--- config.mk ---
export PLATFORM = sky130hd
export DESIGN_NAME = stbs_front_flat
export DESIGN_NICKNAME = d
export VERILOG_FILES = /design/src/design/stbs_pkg.sv /design/src/design/stbs_if.sv /design/src/design/stbs_front.sv /design/src/flat_wrapper.sv
export SDC_FILE = /design/constraint.sdc
export NUM_CORES = 1
export LEC_CHECK = 0
export ABC_AREA = 1
export ABC_CLOCK_PERIOD_IN_PS = 800
export BUFFER_PORTS_ARGS = -buffer_cell sky130_fd_sc_hd__buf_2
export CORE_AREA = 2 2 54 56
export DETAILED_ROUTE_END_ITERATION = 7
export DIE_AREA = 0 0 56 58
export PLACE_DENSITY = 0.85
export SLEW_MARGIN = 20
export SYNTH_ARGS = -nofsm -noshare
export SYNTH_HDL_FRONTEND = slang
export SYNTH_SLANG_ARGS = --single-unit
--- constraint.sdc ---
create_clock -name vclk -period 0.8
set_clock_uncertainty 0.15 [all_clocks]
set_input_delay 0.12 -clock vclk [all_inputs]
set_output_delay 0.12 -clock vclk [all_outputs]
set_load 0.005 [all_outputs]
--- src/design/stbs_pkg.sv ---
`timescale 1ns / 1ps
`default_nettype none

package stbs_pkg;

  // Table geometry.
  localparam int TABLE_DEPTH = 1024;
  localparam int VALUE_WIDTH = 32;
  localparam int IDX_W       = $clog2(TABLE_DEPTH);

  // Fixed field widths of the ports.
  localparam int REQ_W   = 1;
  localparam int ENT_W   = 10;
  localparam int FIELD_W = 32;
  localparam int POS_W   = 10;
  localparam int CFG_W   = 11;

  // Width that holds a clamped table size, and signed search bounds.
  localparam int DEPTH_BITS = $clog2(TABLE_DEPTH + 1);
  localparam int N_W        = (DEPTH_BITS > CFG_W) ? DEPTH_BITS : CFG_W;
  localparam int BND_W      = N_W + 1;

  // Width used to range-check a write address against the depth.
  localparam int ENT_CMP_W = ((ENT_W > DEPTH_BITS) ? ENT_W : DEPTH_BITS) + 1;

  // Command queue between the front and the back.
  localparam int QUEUE_DEPTH = 2;
  localparam int QPTR_W      = $clog2(QUEUE_DEPTH);
  localparam int QCNT_W      = $clog2(QUEUE_DEPTH + 1);

  typedef enum logic [0:0] {
    OP_WRITE  = 1'b0,
    OP_LOOKUP = 1'b1
  } op_e;

  typedef enum logic [0:0] {
    ST_IDLE,
    ST_PROBE
  } state_e;

  typedef struct packed {
    op_e                           op;
    logic [IDX_W-1:0]              addr;
    logic signed [VALUE_WIDTH-1:0] data;
  } cmd_t;

  typedef struct packed {
    logic valid;
    cmd_t cmd;
  } qent_t;

endpackage

`default_nettype wire

--- src/design/stbs_if.sv ---
`timescale 1ns / 1ps
`default_nettype none

interface stbs_req_if;
  logic                                valid;
  logic                                ready;
  logic [stbs_pkg::REQ_W-1:0]          req_type;
  logic [stbs_pkg::ENT_W-1:0]          entry_index;
  logic signed [stbs_pkg::FIELD_W-1:0] write_value;
  logic signed [stbs_pkg::FIELD_W-1:0] search_key;

  modport source (output valid, req_type, entry_index, write_value, search_key,
                  input ready);
  modport sink (input valid, req_type, entry_index, write_value, search_key,
                output ready);
endinterface


`default_nettype wire

--- src/design/stbs_front.sv ---
`timescale 1ns / 1ps
`default_nettype none

module stbs_front (
  stbs_req_if.sink              req_i,
  input  wire logic             full_i,
  output stbs_pkg::qent_t       push_o
);

  logic accept;
  logic write_ok;

  assign req_i.ready = !full_i;
  assign accept      = req_i.valid && req_i.ready;

  // Writes beyond the table depth are dropped here and never reach the back.
  assign write_ok = stbs_pkg::ENT_CMP_W'(req_i.entry_index)
                    < stbs_pkg::ENT_CMP_W'(stbs_pkg::TABLE_DEPTH);

  always_comb begin
    push_o.cmd.op   = stbs_pkg::op_e'(req_i.req_type);
    push_o.cmd.addr = stbs_pkg::IDX_W'(req_i.entry_index);
    if (push_o.cmd.op == stbs_pkg::OP_LOOKUP) begin
      push_o.cmd.data = stbs_pkg::VALUE_WIDTH'(req_i.search_key);
      push_o.valid    = accept;
    end else begin
      push_o.cmd.data = stbs_pkg::VALUE_WIDTH'(req_i.write_value);
      push_o.valid    = accept && write_ok;
    end
  end

endmodule

`default_nettype wire

--- src/flat_wrapper.sv ---
// flat-port wrapper written by rule: the top's interface ports become plain ports
module stbs_front_flat 
  (full_i, push_o, req_i_valid, req_i_req_type, req_i_entry_index, req_i_write_value, req_i_search_key, req_i_ready);
  stbs_req_if req_i_i ();
  input  wire logic full_i;
  output stbs_pkg::qent_t push_o;
  input wire logic [$bits(req_i_i.valid)-1:0] req_i_valid;
  input wire logic [$bits(req_i_i.req_type)-1:0] req_i_req_type;
  input wire logic [$bits(req_i_i.entry_index)-1:0] req_i_entry_index;
  input wire logic [$bits(req_i_i.write_value)-1:0] req_i_write_value;
  input wire logic [$bits(req_i_i.search_key)-1:0] req_i_search_key;
  output wire logic [$bits(req_i_i.ready)-1:0] req_i_ready;
  assign req_i_i.valid = req_i_valid;
  assign req_i_i.req_type = req_i_req_type;
  assign req_i_i.entry_index = req_i_entry_index;
  assign req_i_i.write_value = req_i_write_value;
  assign req_i_i.search_key = req_i_search_key;
  assign req_i_ready = req_i_i.ready;
  stbs_front u_core (.req_i(req_i_i), .full_i(full_i), .push_o(push_o));
endmodule
==> summary.md <==
| Metric | Value |
|---|---|
| Outcome | `finished with violations` |
| Failing checks | `negative setup slack` |
| I/O pins | `122` |
| Min cycle time layout | `886 ps` |
| Slew Limit Fails | `0` |
| Final HPWL DP | `1730 um` |
| CP cell instances | `buf_16 > buf_16 > nand2_2 > nand2_1 > buf_2` |
| Ys Warns | `0` |
| Number of global-route vias before repair | `~900` |
| Register Area | `0 sq um` |
| Startpoint types | `input port` |
| Final ANT Viol Nets | `0` |
| Worst slew margin | `roughly 93%` |
| Hold WS | `90.0 ps` |
| Row count | `19` |
| Distinct cells, synth | `9` |
| Routed WL | `2560 um` |
| Hold buffers post-CTS | `0` |
| Worst Setup End Kind | `output pin` |
| Largest net degree at the start of global routing | `17` |
| Required time worst endpoint | `530 ps` |
| RSZ-0062 raised after global routing | `yes` |
| Post-synthesis sequential area ratio | `0%` |
| Routability cong. | `around 0.73` |
| Core area | `around 2700 sq um` |
| Mapped Cells | `119` |
| Die width | `56 um` |
| Final setup margin | `-86.2 ps` |
| Post-Layout Inst Area | `1320 sq um` |
| Synthesis-to-layout area growth | `122%` |
| Final Setup Violations | `32` |
| Mean area per synthesized cell | `~5 sq um` |
| Max-cap viol count | `0` |
| Top-area cell type share of the netlist area | `54.4%` |
| Tot Pwr | `0.710 mW` |
| Total inserted antenna cells | `0` |
| Final Hold Vio Count | `0` |
| Max incr delay on CP | `140 ps` |
| Tightest Pin Transition | `102 ps` |
| Port bufs | `102` |
| Power Density | `between 500 and 600 nW/um^2` |
| Top post-synthesis cells by area | `nand2_1 (54%), buf_4 (15%), nand2_2 (11%)` |
| Worst Path Max Fanout | `5` |
| Total iterations of the first detailed-routing run | `4` |
| Worst hold stages | `0` |
| DR vias | `between 1000 and 1500` |
| Die ar. | `between 3000 and 4000 sq um` |
| Layout cells sized above 1 | `between 70% and 80%` |
| Grt ovf | `0` |
| Final Cycle Share | `111%` |
| Initial antenna violation count | `0` |
| Routed vias/inst | `4.35` |
| Initial DRC Count | `21` |
| Cell area after synthesis | `593 sq um` |
| DP Cell Count | `roughly 240` |
| Cell Count, Final, Fillers Out | `243` |
| Syn Nets | `196` |
| Die height | `between 50 and 60 um` |
| Worst Setup Path Type | `in -> out` |
| Placed inst area | `992 sq um` |
| CP arrival | `620 ps` |
| Worst Hold Class | `in -> out` |
| IR drop worst, VDD | `362 uV` |
| Cell repeated most along the worst path | `buf_16` |
| First-pass GRT wire length | `3860 um` |
| Largest area contributor in the netlist | `nand2_1` |
| Total Neg Setup Slack | `-2160 ps` |
| Leak pwr | `0.858 nW` |
| Fmax | `1130 MHz` |
| Crit-path slowest cell | `buf_16` |
| Nets@finish | `291` |
| Initial Util | `approximately 22%` |
| Clock buf count | `0` |
| Final sequential cell count | `0` |
| Avg WL per Cell | `10.5 um` |
| Drc violations | `0` |
| Total track usage | `14.4%` |
==> worst paths after layout <==
kind                                 start          to  slack (ps)
worst max-delay path        req_i_req_type   push_o[0]         -90
worst min-delay path  req_i_entry_index[4]  push_o[36]          90
==> logic make-up (layout without fill, tap and decap cells) <==
family        count (synthesis)  after routing  synth area share (%)
simple gates                 97             97                  65.6
buf+inv                      22            115                  34.4
==> synthesized netlist by cell type, drive strengths merged <==
master	number
nor2	1
clkbuf	3
inv	3
nand2	96
buf	16
==> cell usage in the layout, fill, tap and decap left out <==
cell type / n
buf_12: 1
buf_16: 5
buf_2: 100
buf_4: 1
buf_6: 1
buf_8: 2
clkinv_8: 1
inv_1: 2
inv_16: 1
inv_6: 1
nand2_1: 49
nand2_2: 40
nand2_4: 7
nor2_1: 1
==> per-layer routing <==
layer | share of wire, % | track usage, % | routed length (um) | vias to the layer above
met4 | 1.4 | 2.04 | 35 | 0
met1 | 33 | 14.7 | 841 | 471
li1 | - | - | - | 527
met2 | 57 | 31.1 | 1460 | 52
met3 | 8.6 | 1.79 | 219 | 6
met5 | 0 | 0 | 0 | -
==> cell type report <==
cell class / instances / area (sq um)
fill: 278 / 1350
timing repair buffer: 110 / 707
multi-input combinational: 97 / 517
tap: 31 / 38.8
timing repair inverter: 2 / 28.8
inverter: 3 / 23.8
==> critical path: cells and delay by family <==
| kind | cells | cell delay [ps] |
|---|---|---|
| buffers and inverters | 3 | 400 |
| AND/OR/NAND/NOR | 2 | 90 |
==> power breakdown <==
part | internal (mW) | leakage [nW] | total [mW] | switching, mW
logic | 0.395 | 0.858 | 0.710 | 0.314
registers | 0 | 0 | 0 | 0
clock network | 0 | 0 | 0 | 0
==> timing repair <==
item | 4_1_cts | 5_1_grt
setup buffers | 1 | 0
pin swaps | 4 | 8
cloned | 6 | 0
setup endpoints to repair | 32 | 32
gates resized for setup | 33 | 30
==> per-stage QoR <==
stage	worst slack [ps]	util (%)
floorplan	13.5	-
global placement	-212	37.3
detailed placement	-210	37.3
CTS	-73.7	45.6
global route	-100	49.4
finish	-86.2	49.4
Note: power is estimated with default switching activity, not from simulation.
