### config.mk
export PLATFORM = sky130hd
export DESIGN_NAME = stbs_fifo
export DESIGN_NICKNAME = d
export VERILOG_FILES = /design/src/design/stbs_pkg.sv /design/src/design/stbs_fifo.sv
export SDC_FILE = /design/constraint.sdc
export NUM_CORES = 1
export LEC_CHECK = 0
export BUFFER_PORTS_ARGS = -buffer_cell sky130_fd_sc_hd__buf_2
export CAP_MARGIN = 10
export CORE_MARGIN = 2
export CORE_UTILIZATION = 37
export CTS_BUF_LIST = sky130_fd_sc_hd__clkbuf_4
export DETAILED_ROUTE_END_ITERATION = 7
export SLEW_MARGIN = 20
export SYNTH_ARGS = -nofsm -noshare
export SYNTH_HDL_FRONTEND = slang
export SYNTH_SLANG_ARGS = --single-unit
### constraint.sdc
create_clock -name clk_i -period 2.6 [get_ports clk_i]
set_input_delay 0.52 -clock clk_i [delete_from_list [all_inputs] [get_ports clk_i]]
set_output_delay 0.52 -clock clk_i [all_outputs]
set_load 0.02 [all_outputs]
### src/design/stbs_pkg.sv
`timescale 1ns / 1ps
`default_nettype none

package stbs_pkg;

  // Table geometry.
  localparam int TABLE_DEPTH = 1024;
  localparam int VALUE_WIDTH = 32;
  localparam int IDX_W       = $clog2(TABLE_DEPTH);

  // Fixed field widths of the ports.
  localparam int REQ_W   = 1;
  localparam int ENT_W   = 10;
  localparam int FIELD_W = 32;
  localparam int POS_W   = 10;
  localparam int CFG_W   = 11;

  // Width that holds a clamped table size, and signed search bounds.
  localparam int DEPTH_BITS = $clog2(TABLE_DEPTH + 1);
  localparam int N_W        = (DEPTH_BITS > CFG_W) ? DEPTH_BITS : CFG_W;
  localparam int BND_W      = N_W + 1;

  // Width used to range-check a write address against the depth.
  localparam int ENT_CMP_W = ((ENT_W > DEPTH_BITS) ? ENT_W : DEPTH_BITS) + 1;

  // Command queue between the front and the back.
  localparam int QUEUE_DEPTH = 2;
  localparam int QPTR_W      = $clog2(QUEUE_DEPTH);
  localparam int QCNT_W      = $clog2(QUEUE_DEPTH + 1);

  typedef enum logic [0:0] {
    OP_WRITE  = 1'b0,
    OP_LOOKUP = 1'b1
  } op_e;

  typedef enum logic [0:0] {
    ST_IDLE,
    ST_PROBE
  } state_e;

  typedef struct packed {
    op_e                           op;
    logic [IDX_W-1:0]              addr;
    logic signed [VALUE_WIDTH-1:0] data;
  } cmd_t;

  typedef struct packed {
    logic valid;
    cmd_t cmd;
  } qent_t;

endpackage

`default_nettype wire

### src/design/stbs_fifo.sv
`timescale 1ns / 1ps
`default_nettype none

module stbs_fifo (
  input  wire logic            clk_i,
  input  wire logic            rst_ni,
  input  wire stbs_pkg::qent_t push_i,
  output logic                 full_o,
  input  wire logic            pop_i,
  output stbs_pkg::qent_t      head_o
);

  stbs_pkg::cmd_t                 mem_q [stbs_pkg::QUEUE_DEPTH];
  logic [stbs_pkg::QPTR_W-1:0]    wr_ptr_q, wr_ptr_d;
  logic [stbs_pkg::QPTR_W-1:0]    rd_ptr_q, rd_ptr_d;
  logic [stbs_pkg::QCNT_W-1:0]    cnt_q, cnt_d;
  logic                           do_push;
  logic                           do_pop;

  assign full_o       = (cnt_q == stbs_pkg::QCNT_W'(stbs_pkg::QUEUE_DEPTH));
  assign head_o.valid = (cnt_q != '0);
  assign head_o.cmd   = mem_q[rd_ptr_q];
  assign do_push      = push_i.valid && !full_o;
  assign do_pop       = pop_i && head_o.valid;

  always_comb begin
    wr_ptr_d = wr_ptr_q;
    rd_ptr_d = rd_ptr_q;
    cnt_d    = cnt_q;
    if (do_push) begin
      wr_ptr_d = (wr_ptr_q == stbs_pkg::QPTR_W'(stbs_pkg::QUEUE_DEPTH - 1))
                 ? '0 : wr_ptr_q + 1'b1;
    end
    if (do_pop) begin
      rd_ptr_d = (rd_ptr_q == stbs_pkg::QPTR_W'(stbs_pkg::QUEUE_DEPTH - 1))
                 ? '0 : rd_ptr_q + 1'b1;
    end
    if (do_push && !do_pop) begin
      cnt_d = cnt_q + 1'b1;
    end else if (do_pop && !do_push) begin
      cnt_d = cnt_q - 1'b1;
    end
  end

  always_ff @(posedge clk_i or negedge rst_ni) begin
    if (!rst_ni) begin
      wr_ptr_q <= '0;
      rd_ptr_q <= '0;
      cnt_q    <= '0;
    end else begin
      wr_ptr_q <= wr_ptr_d;
      rd_ptr_q <= rd_ptr_d;
      cnt_q    <= cnt_d;
    end
  end

  always_ff @(posedge clk_i) begin
    if (do_push) begin
      mem_q[wr_ptr_q] <= push_i.cmd;
    end
  end

endmodule

`default_nettype wire

==> reports/metrics.yaml, run 1 <==
status:
  status: "finished, final reports clean"
die:
  coreArea_um2: 9200
  die_h_um: 101
  die_width_um: 101
  row_count: 35
  ios: 92
  start_util_pct: 38.1
  dieArea_um2: 10300
logic_synthesis:
  synth_top_area_share_pct: 73.7
  synth_area_leader_cell: "edfxtp_1"
  synth.area.top_cells: "edfxtp_1 74%, mux2_4 17%, dfrtp_1 2.9%, buf_12 2.3%, mux2_2 1.3%"
  synth_most_common_cell: "edfxtp_1"
  async_flop_share_pct: 4.44
  ys_seq_area_share_pct: 76.5
  ys_ff_latch: 90
  syn_avg_cell_area_um2: 22.9
  synth-edff-count: 86
  synthTopCellsByCount: "86 x edfxtp_1, 39 x mux2_4, 4 x buf_12, 4 x dfrtp_1, 4 x mux2_2"
  syn-num-nets: 201
  synthFlopType: "edfxtp_1"
  synthCells: 153
  synth.distinct_cells: 16
  yosys_warnings: 0
  syn_area_um2: 3500
flow_run:
  cap_violations: 0
setup_path:
  cp-endpoint: "head_o[27]"
  worstReg2RegEnd: "mem_q[0][18]$_DFFE_PP_"
  r2r-start: "cnt_q[0]$_DFFE_PN0P_"
  cp.arrival_ns: 1.62
  worstPathMaxFanout: 34
  critPathRequiredTime_ns: 2.08
  critPathLaunch: "rd_ptr_q$_DFFE_PN0P_"
  r2r_cells: 4
  reg2reg_slack_ns: 0.89
  critPathKind: "flop to output port"
  cp-end-kind: "output port"
  start_kind: "flop"
power:
  power_density_nw_per_um2: 1120
  ir_worst_vdd_mv: 0.770
  p_leak_uw: 0.00170
worst_hold_path:
  hold_start: "push_i[3]"
  hp-class: "input port to flop"
timing:
  drv_slew: 0
  hold_viol: 0
  relSlewSlack_pct: 60.5
  setup-violations-final: 0
  period_share_pct: 82.4
  period_needed_ns: 2.14
  clock_skew_ns: 0.0107
  tightest_slew_ns: 0.592
  rsz0062_at_grt: "false"
  setup_tns_ns: 0
  fmax_ghz: 0.467
clocking:
  cts_root_buffer: "clkbuf_4"
  cts_tree: "done"
  htreeDepth: 3
  numClockSinks: 90
  cts_buffer_depth: 2
  cts_buffers: 9
  ctsResizeCount: 0
  clk_pin_slew_ns: 0.13
  clock_latency_ns: 0.41
detailed_routing:
  post_drt_wl_per_cell_um: 15.7
  route.vias.total: 1708
  viasPerCell: 4.60
  drtIter0Drc: 33
  ant_nets: 0
  post-route-drc-count: 0
  dr.pass1.iters: 4
  drt-total-wl_um: 5840
global_routing:
  grt_start_max_net_pins: 44
  grt_use_total_pct: 11.6
  grt_pass1_vias: 1697
  antenna_found_initial: 0
  grt_pass1_wl_um: 8680
  overflow: 0
layout:
  fin_nets: 303
  area_growth_pct: 20.1
  drive_gt1_share_pct: 60.0
  fillers: 819
  diodes: 0
  utilization_pct: 45.8
place:
  globalplace.congestion: 0.683
  hpwlAfterDp_um: 3780
  portBuffers: 91
-- power by group --
part / internal (uW) / leakage, uW / switching, uW
Combinational: 829 / 0.000781 / 1020
Sequential: 1990 / 0.000845 / 103
Clock: 313 / 0.0000761 / 442
Total: 3130 / 0.00170 / 1570
-- area by class of cell --
type | count | area (um2) | share of cell area (%)
Clock buffer | 11 | 82.6 | 1.96
Multi-Input combinational cell | 56 | 732 | 17.4
Sequential cell | 90 | 2680 | 63.8
Timing Repair Buffer | 96 | 508 | 12.1
Inverter | 2 | 7.51 | 0.178
Clock inverter | 5 | 55.1 | 1.31
Tap cell | 111 | 139 | 3.30
-- layer usage --
layer	wire (um)	vias to the layer above	GRT usage [%]	share of wire [%]
met5	0	-	0	0
met2	2760	65	18.2	47
met4	83	0	5.61	1.4
met3	390	10	3.31	6.7
li1	-	800	-	-
met1	2600	833	15.0	45
-- sequential cells by signal, summed over array words and instances, names as in the netlist --
name / flops
rd_ptr_q: 1
cnt_q: 2
wr_ptr_q: 1
mem_q: 86
-- how the worst min path moves through the flow --
| stage | endpoint | slack [ns] | depth (start not counted) |
|---|---|---|---|
| 2_1_floorplan | cnt_q[0]$_DFFE_PN0P_ | 0.22 | 0 |
| 3_3_place_gp | wr_ptr_q$_DFFE_PN0N_ | 0.33 | 1 |
| 3_5_place_dp | wr_ptr_q$_DFFE_PN0N_ | 0.33 | 1 |
| 4_1_cts | mem_q[1][3]$_DFFE_PP_ | 0.25 | 1 |
| 5_1_grt | mem_q[1][22]$_DFFE_PP_ | 0.24 | 1 |
| 6_report | mem_q[1][3]$_DFFE_PP_ | 0.29 | 1 |
-- layout by cell type (no fill, tap or decap), types with 2 or more instances in the layout --
master | netlist | layout
edfxtp_1 | 86 | 86
xnor2_1 | 3 | 3
buf_2 | 0 | 91
clkbuf_4 | 0 | 11
mux2_2 | 4 | 4
mux2_4 | 39 | 39
buf_4 | 0 | 3
clkinv_4 | 0 | 2
clkinv_1 | 0 | 2
xor2_1 | 2 | 2
dfrtp_1 | 4 | 3
inv_1 | 2 | 2
-- metrics by stage --
| stage | power [uW] | hold WS (ns) | std cells | cell area [um2] | setup WS [ns] |
|---|---|---|---|---|---|
| floorplan | 3600 | 0.224 | 153 | 3510 | 0.437 |
| CTS | 4780 | 0.246 | 371 | 4210 | 0.404 |
| global route | 4950 | 0.239 | 371 | 4210 | 0.370 |
| detailed placement | 4020 | 0.332 | 354 | 4060 | 0.863 |
| finish | 4690 | 0.290 | 371 | 4210 | 0.459 |
| global placement | 4000 | 0.333 | 354 | 4060 | 0.892 |
-- kinds of logic (layout without fill, tap and decap cells) --
group,Yosys count,after routing,synth area share [%]
buf+inv,7,114,2.82
fa+ha+maj,1,1,0.357
simple gates,7,7,1.04
flops,90,90,76.5
mux,43,43,18.0
xor+xnor,5,5,1.25
-- repair_timing --
action | in CTS | in global routing
hold buffers | 1 | 0
setup endpoints to repair | 0 | 0
setup buffers | 0 | 0
endpoints found under the hold margin | 4 | 0
-- critical path: stages, from the launching register on --
cell	delay (ns)
dfrtp_2	0.40
buf_12	0.25
mux2_2	0.37
buf_2	0.16
(Power assumes the default switching activity.)
==> inputs of run 2 (changes only) <==
--- a/config.mk
+++ b/config.mk
@@ -5,6 +5,7 @@
 export SDC_FILE = /design/constraint.sdc
 export NUM_CORES = 1
 export LEC_CHECK = 0
+export ABC_AREA = 1
 export BUFFER_PORTS_ARGS = -buffer_cell sky130_fd_sc_hd__buf_2
 export CAP_MARGIN = 10
 export CORE_MARGIN = 2
==> constraint.sdc (replaced) <==
create_clock -name clk_i -period 1.76 [get_ports clk_i]
set_input_delay 0.352 -clock clk_i [delete_from_list [all_inputs] [get_ports clk_i]]
set_output_delay 0.352 -clock clk_i [all_outputs]
set_load 0.02 [all_outputs]
==> reports/metrics.yaml, run 2 <==
worst_hold_path:
  hp-class: "input port to flop"
layout:
  fillers: 819  # unchanged
  diodes: 0  # unchanged
  final_cell_mix: "87 x nand2_1, 86 x edfxtp_1, 55 x buf_2"
  final_common_cell: "nand2_1"
  fin_nets: 419  # +38%
  area_growth_pct: 40.7
  drive_gt1_share_pct: 49.7  # -10 points
  largest_register_ffs: 86  # unchanged
  largest-register: "mem_q"
  top_regs: "mem_q (86), cnt_q (2)"
setup_path:
  critPathRequiredTime_ns: 1.41  # -0.67 ns
  worstPathCellList: "buf_6 > clkbuf_16 > nand2_1 > nand2_1 > buf_6"
  cp-end-kind: "output port"
  worstPathMaxFanout: 5  # -85%
  max_stage_delay_ns: 0.46  # +0.06 ns
  start_kind: "flop"
  critPathKind: "flop to output port"
  cpLargestDelayFamily: "flip-flops"
  cpMaxStageDelayCell: "dfrtp_2"
  path_buf_inv: 3  # +1
  cp.arrival_ns: 1.43  # -0.19 ns
global_routing:
  overflow: 0  # unchanged
  top_usage_layer: "met2"
  grt_use_total_pct: 14.3  # +2.7 points
  grt_start_max_net_pins: 30  # -32%
  grt_util_met3_pct: 3.76  # +0.45 points
  grtUsageMet1_pct: 18.0  # +3.1 points
  antenna_found_initial: 0  # unchanged
  grt_pass1_vias: 2120  # +25%
  use_met2_pct: 23.8  # +5.6 points
  grt_pass1_wl_um: 10600  # +22%
logic_synthesis:
  syn-num-nets: 304  # +51%
  synthFlopType: "edfxtp_1"
  ys_ff_latch: 90  # unchanged
  synth_area_leader_cell: "edfxtp_1"
  ys_seq_area_share_pct: 78.1  # +1.5 points
  synth.distinct_cells: 18  # +2
  syn_avg_cell_area_um2: 13.4  # -41%
  synth_xor_area_share_pct: 0.255  # -0.99 points
  syn_area_um2: 3440  # -2.0%
  synth_compound_area_share_pct: 0.146  # +0.15 points
  async_flop_share_pct: 4.44  # unchanged
  synth-edff-count: 86  # unchanged
  synth.area.top_cells: "edfxtp_1 75%, nand2_1 14%, dfrtp_1 2.9%, nand2_2 2.4%, buf_6 1.6%"
  synth_fa_ha_area_share_pct: 0.364  # +0.0072 points
  synthTopCellsByCount: "127 x nand2_1, 86 x edfxtp_1, 13 x nand2_2"
  synth_mux_area_share_pct: 0  # -18 points
  synthCells: 256  # +67%
  synth_top_family_by_area: "simple AND/OR/NAND/NOR gates"
  synth_top_area_share_pct: 75.2  # +1.5 points
  synth_most_common_cell: "nand2_1"
  yosys_warnings: 0  # unchanged
  synthSimpleGateAreaFrac_pct: 17.3  # +16 points
power:
  ir_worst_vdd_mv: 0.730  # -5.2%
  power_density_nw_per_um2: 1820  # +63%
  total_power_uw: 8800  # +87%
  p_leak_uw: 0.00207  # +22%
place:
  globalplace.congestion: 0.697  # +2.1%
  dp_slack_ns: 0.244  # -0.618 ns
  hpwlAfterDp_um: 3970  # +5.1%
  portBuffers: 91  # unchanged
die:
  row_count: 35  # unchanged
  coreArea_um2: 9110  # -0.95%
  die_h_um: 100  # -0.95%
  dieArea_um2: 10100  # -1.9%
  ios: 92  # unchanged
  die_width_um: 100  # -0.95%
  start_util_pct: 37.7  # -0.39 points
flow_run:
  cap_violations: 0  # unchanged
timing:
  fmax_ghz: 0.561
  clock_skew_ns: 0.0160  # +0.00537 ns
  setup-violations-final: 10  # +10
  period_share_pct: 101
  drv_slew: 0  # unchanged
  relSlewSlack_pct: 66.8  # +6.3 points
  tightest_slew_ns: 0.493  # -0.0991 ns
  rsz0062_at_grt: "true"
  hold_viol: 0  # unchanged
  setup_tns_ns: -0.0863  # -0.0863 ns
  setup_slack_ns: -0.0217  # -0.481 ns
  period_needed_ns: 1.78
clocking:
  clk_pin_slew_ns: 0.14  # about the same
  cts_buffer_depth: 2  # unchanged
  clock_latency_ns: 0.41  # about the same
  cts_tree: "done"
  numClockSinks: 90  # unchanged
  cts_buffers: 9  # unchanged
  htreeDepth: 3  # unchanged
  cts_root_buffer: "clkbuf_4"
detailed_routing:
  post-route-drc-count: 0  # unchanged
  viasPerCell: 4.57  # -0.72%
  dr.pass1.iters: 4  # unchanged
  post_drt_wl_per_cell_um: 15.2  # -3.6%
  ant_nets: 0  # unchanged
  route.vias.total: 2226  # +30%
  drt-total-wl_um: 7390  # +27%
  drtIter0Drc: 89  # +170%
status:
  violations: "setup timing"
  status: "finished with violations"
[run 2: cell types whose count changed after synthesis, moves of 3 or more]
| cell | change |
|---|---|
| nand2_1 | +126 |
| mux2_4 | -39 |
| nand2_2 | +12 |
| buf_12 | -4 |
| buf_6 | +4 |
| inv_1 | +4 |
| mux2_2 | -4 |
| buf_4 | +3 |
[run 2: final timing paths]
check / cells past startpoint / start / slack (ns) / end
min in group asynchronous: 2 / rst_ni / 0.27 / cnt_q[1]$_DFFE_PN0P_
max reg2reg: 4 / cnt_q[1]$_DFFE_PN0P_ / 0.23 / mem_q[1][25]$_DFFE_PP_
max: 5 / rd_ptr_q$_DFFE_PN0P_ / -0.02 / head_o[15]
max in group asynchronous: 2 / rst_ni / 1.34 / rd_ptr_q$_DFFE_PN0P_
min: 1 / push_i[20] / 0.12 / mem_q[0][20]$_DFFE_PP_
min reg2reg: 2 / cnt_q[1]$_DFFE_PN0P_ / 0.50 / cnt_q[1]$_DFFE_PN0P_
[run 2: cell families after synthesis]
| logic type | after synthesis |
|---|---|
| xor+xnor | 1 |
| buf+inv | 17 |
| flops | 90 |
| fa+ha+maj | 1 |
| compound gates | 1 |
| simple gates | 146 |
[run 2: cell type report]
type	count	area, um2	area share (%)
inverter	8	46.3	0.958
timing repair buffer	109	935	19.3
multi-input combinational	149	795	16.4
tap	111	139	2.87
clock buffer	11	82.6	1.71
clock inverter	5	103	2.12
timing repair inverter	4	50.0	1.04
sequential	90	2680	55.5
[run 2: metrics by stage]
stage	cells	area (um2)	hold slack [ns]	utilization, %
2_1_floorplan	256	3450	0.0564	-
3_3_place_gp	455	4020	0.178	44.2
3_5_place_dp	455	4020	0.176	44.2
4_1_cts	484	4510	0.0845	49.6
5_1_grt	487	4830	0.0714	53.1
6_report	487	4830	0.122	53.1
[run 2: power by group]
part / leakage [uW] / switching (uW) / internal, uW
clock: 0.0000987 / 648 / 751
combinational: 0.00113 / 2470 / 1830
sequential: 0.000847 / 180 / 2920
total: 0.00207 / 3300 / 5500
[run 2: what timing repair did]
action / CTS / global route
hold endpoints to repair: 4 / 0
pin swaps: 6 / 9
buffers inserted: 7 / 0
setup endpoints to repair: 43 / 43
gates cloned: 5 / 3
resized for setup: 56 / 83
hold buffers: 1 / 0
[run 2: metal layers]
metal  share of wire, %  routed length (um)
met1                 43                3140
met3                4.5                 330
met4               0.91                  67
met2                 52                3850
met5                  0                   0
==> inputs of run 3 (changes only) <==
--- a/config.mk
+++ b/config.mk
@@ -5,7 +5,6 @@
 export SDC_FILE = /design/constraint.sdc
 export NUM_CORES = 1
 export LEC_CHECK = 0
-export ABC_AREA = 1
 export BUFFER_PORTS_ARGS = -buffer_cell sky130_fd_sc_hd__buf_2
 export CAP_MARGIN = 10
 export CORE_MARGIN = 2
==> reports/metrics.yaml, run 3 (synthesized netlist as in run 1, its figures left out) <==
status:
  status: "finished with violations"
  violations: "setup timing"
die:
  start_util_pct: 38.1  # +0.39 points
  die_width_um: 101  # +0.96%
  coreArea_um2: 9200  # +0.96%
  dieArea_um2: 10300  # +1.9%
  ios: 92  # unchanged
  row_count: 35  # unchanged
  die_h_um: 101  # +0.96%
clocking:
  clk_pin_slew_ns: 0.15  # about the same
  htreeDepth: 3  # unchanged
  cts_tree: "done"
  cts_buffers: 9  # unchanged
  numClockSinks: 90  # unchanged
  cts_buffer_depth: 2  # unchanged
  cts_root_buffer: "clkbuf_4"
  clock_latency_ns: 0.42  # about the same
layout:
  largest-register: "mem_q"
  instances_no_fill: 374  # -23%
  area_growth_pct: 27.3
  fin_nets: 306  # -27%
  final_common_cell: "edfxtp_1"
  largest_register_ffs: 86  # unchanged
  diodes: 0  # unchanged
  final_cell_mix: "86 x edfxtp_1, 61 x buf_2, 40 x mux2_4"
  top_regs: "mem_q (86), cnt_q (2)"
  multi_input_area_um2: 736  # -7.4%
  seq_area_um2: 2680  # unchanged
  drive_gt1_share_pct: 61.2  # +11 points
  fillers: 807  # -1.5%
  stdcell_area_um2: 4460  # -7.7%
place:
  globalplace.congestion: 0.703  # +0.83%
  portBuffers: 91  # unchanged
  hpwlAfterDp_um: 3770  # -5.2%
  place_area_um2: 4110  # +2.2%
  dp_cells: 356  # -22%
timing:
  setup-violations-final: 43  # +33
  hold_viol: 0  # unchanged
  drv_slew: 0  # unchanged
  period_share_pct: 110  # +8.8 points
  tightest_slew_ns: 0.282  # -0.211 ns
  rsz0062_at_grt: "true"
  setup_slack_ns: -0.176  # -0.154 ns
  relSlewSlack_pct: 81.2  # +14 points
  fmax_ghz: 0.517  # -8.0%
  period_needed_ns: 1.94  # +0.154 ns
  clock_skew_ns: 0.0239  # +0.00787 ns
power:
  ir_worst_vdd_mv: 0.762  # +4.3%
  power_density_nw_per_um2: 1670  # -8.1%
  p_leak_uw: 0.00179  # -14%
detailed_routing:
  dr.pass1.iters: 4  # unchanged
  post_drt_wl_per_cell_um: 15.5  # +2.5%
  viasPerCell: 4.61  # +0.85%
  drt-total-wl_um: 5810  # -21%
  route.vias.total: 1724  # -23%
  drtIter0Drc: 68  # -24%
  post-route-drc-count: 0  # unchanged
  ant_nets: 0  # unchanged
setup_path:
  critPathRequiredTime_ns: 1.41  # about the same
  cp.arrival_ns: 1.58  # +0.15 ns
  max_stage_delay_ns: 0.47  # about the same
  reg2reg_slack_ns: 0.24  # about the same
  start_kind: "flop"
  worstPathCellList: "buf_12 > mux2_2 > buf_2"
  cpMaxStageDelayCell: "dfrtp_2"
  worstPathMaxFanout: 13  # +8
  critPathKind: "flop to output port"
  worstReg2RegEnd: "cnt_q[1]$_DFFE_PN0P_"
  cp-end-kind: "output port"
  r2r-start: "cnt_q[0]$_DFFE_PN0P_"
  r2r_cells: 7  # +3
global_routing:
  grt_use_total_pct: 11.3  # -3.0 points
  grt_start_max_net_pins: 26  # -13%
  overflow: 0  # unchanged
  antenna_found_initial: 0  # unchanged
  grt_pass1_vias: 1740  # -18%
  grt_pass1_wl_um: 8600  # -19%
worst_hold_path:
  worstHoldPathCells: 1  # unchanged
  whs_endpoint: "mem_q[0][22]$_DFFE_PP_"
  hp-class: "input port to flop"
  hold_start: "push_i[22]"
flow_run:
  cap_violations: 0  # unchanged
run 3: cell count changes in the layout (fill, tap and decap cells not counted), sizes merged, moves of 3 or more:
cell    previous run  this run
mux2               0        43
inv               11         5
nand2            140         2
bufinv             3         0
buf              106        97
run 3: how the worst max path moves through the flow:
stage	start	to	slack, ns	depth (start not counted)
after floorplan	cnt_q[0]$_DFFE_PN0P_	mem_q[0][0]$_DFFE_PP_	0.06	3
after global placement	rd_ptr_q$_DFFE_PN0P_	head_o[27]	0.28	3
after detailed placement	cnt_q[0]$_DFFE_PN0P_	cnt_q[1]$_DFFE_PN0P_	0.25	6
after CTS	rd_ptr_q$_DFFE_PN0P_	head_o[28]	-0.25	3
after global routing	rd_ptr_q$_DFFE_PN0P_	head_o[20]	-0.27	3
final	rd_ptr_q$_DFFE_PN0P_	head_o[28]	-0.18	3
run 3: timing repair:
action,CTS,global route
resized for setup,29,32
hold buffers,1,0
cloned,0,1
endpoints found under the hold margin,4,0
setup endpoints to repair,43,43
setup buffers,0,0
run 3: worst max-delay path: cells and delay by family (launching register included):
family | cells | cell delay, ns
buffers and inverters | 2 | 0.34
flip-flops | 1 | 0.47
multiplexers | 1 | 0.35
run 3: area by class of cell:
cell class                 count  share of cell area (%)
clock inverter                 6                    1.09
tap                          111                    3.11
timing repair buffer          99                    17.3
inverter                       2                   0.168
clock buffer                  10                    1.68
sequential                    90                    60.1
multi-input combinational     56                    16.5
run 3: metal layers:
metal	global-route usage [%]	up-vias	share of wire, %
met5	0	-	0
met4	2.81	0	0.67
met3	6.42	6	9.6
met2	18.1	72	49
met1	13.1	843	41
li1	-	803	-
run 3: power by group:
| part | switching [uW] | total [uW] | internal (uW) | leakage [uW] |
|---|---|---|---|---|
| Sequential | 160 | 3090 | 2930 | 0.000845 |
| Clock | 704 | 1030 | 321 | 0.0000600 |
| Combinational | 1630 | 3360 | 1730 | 0.000883 |
run 3: metrics by stage:
| stage | setup WS, ns | total power (uW) | util (%) | hold WS (ns) | TNS, ns |
|---|---|---|---|---|---|
| CTS | -0.247 | 7290 | 47.2 | 0.0709 | -7.71 |
| detailed placement | 0.250 | 6040 | 44.7 | 0.165 | 0 |
| global route | -0.273 | 7860 | 48.5 | 0.0507 | -10.28 |
| finish | -0.176 | 7470 | 48.5 | 0.107 | -6.40 |
| floorplan | 0.0573 | 5320 | - | 0.0564 | 0 |
| global placement | 0.275 | 6020 | 44.7 | 0.164 | 0 |
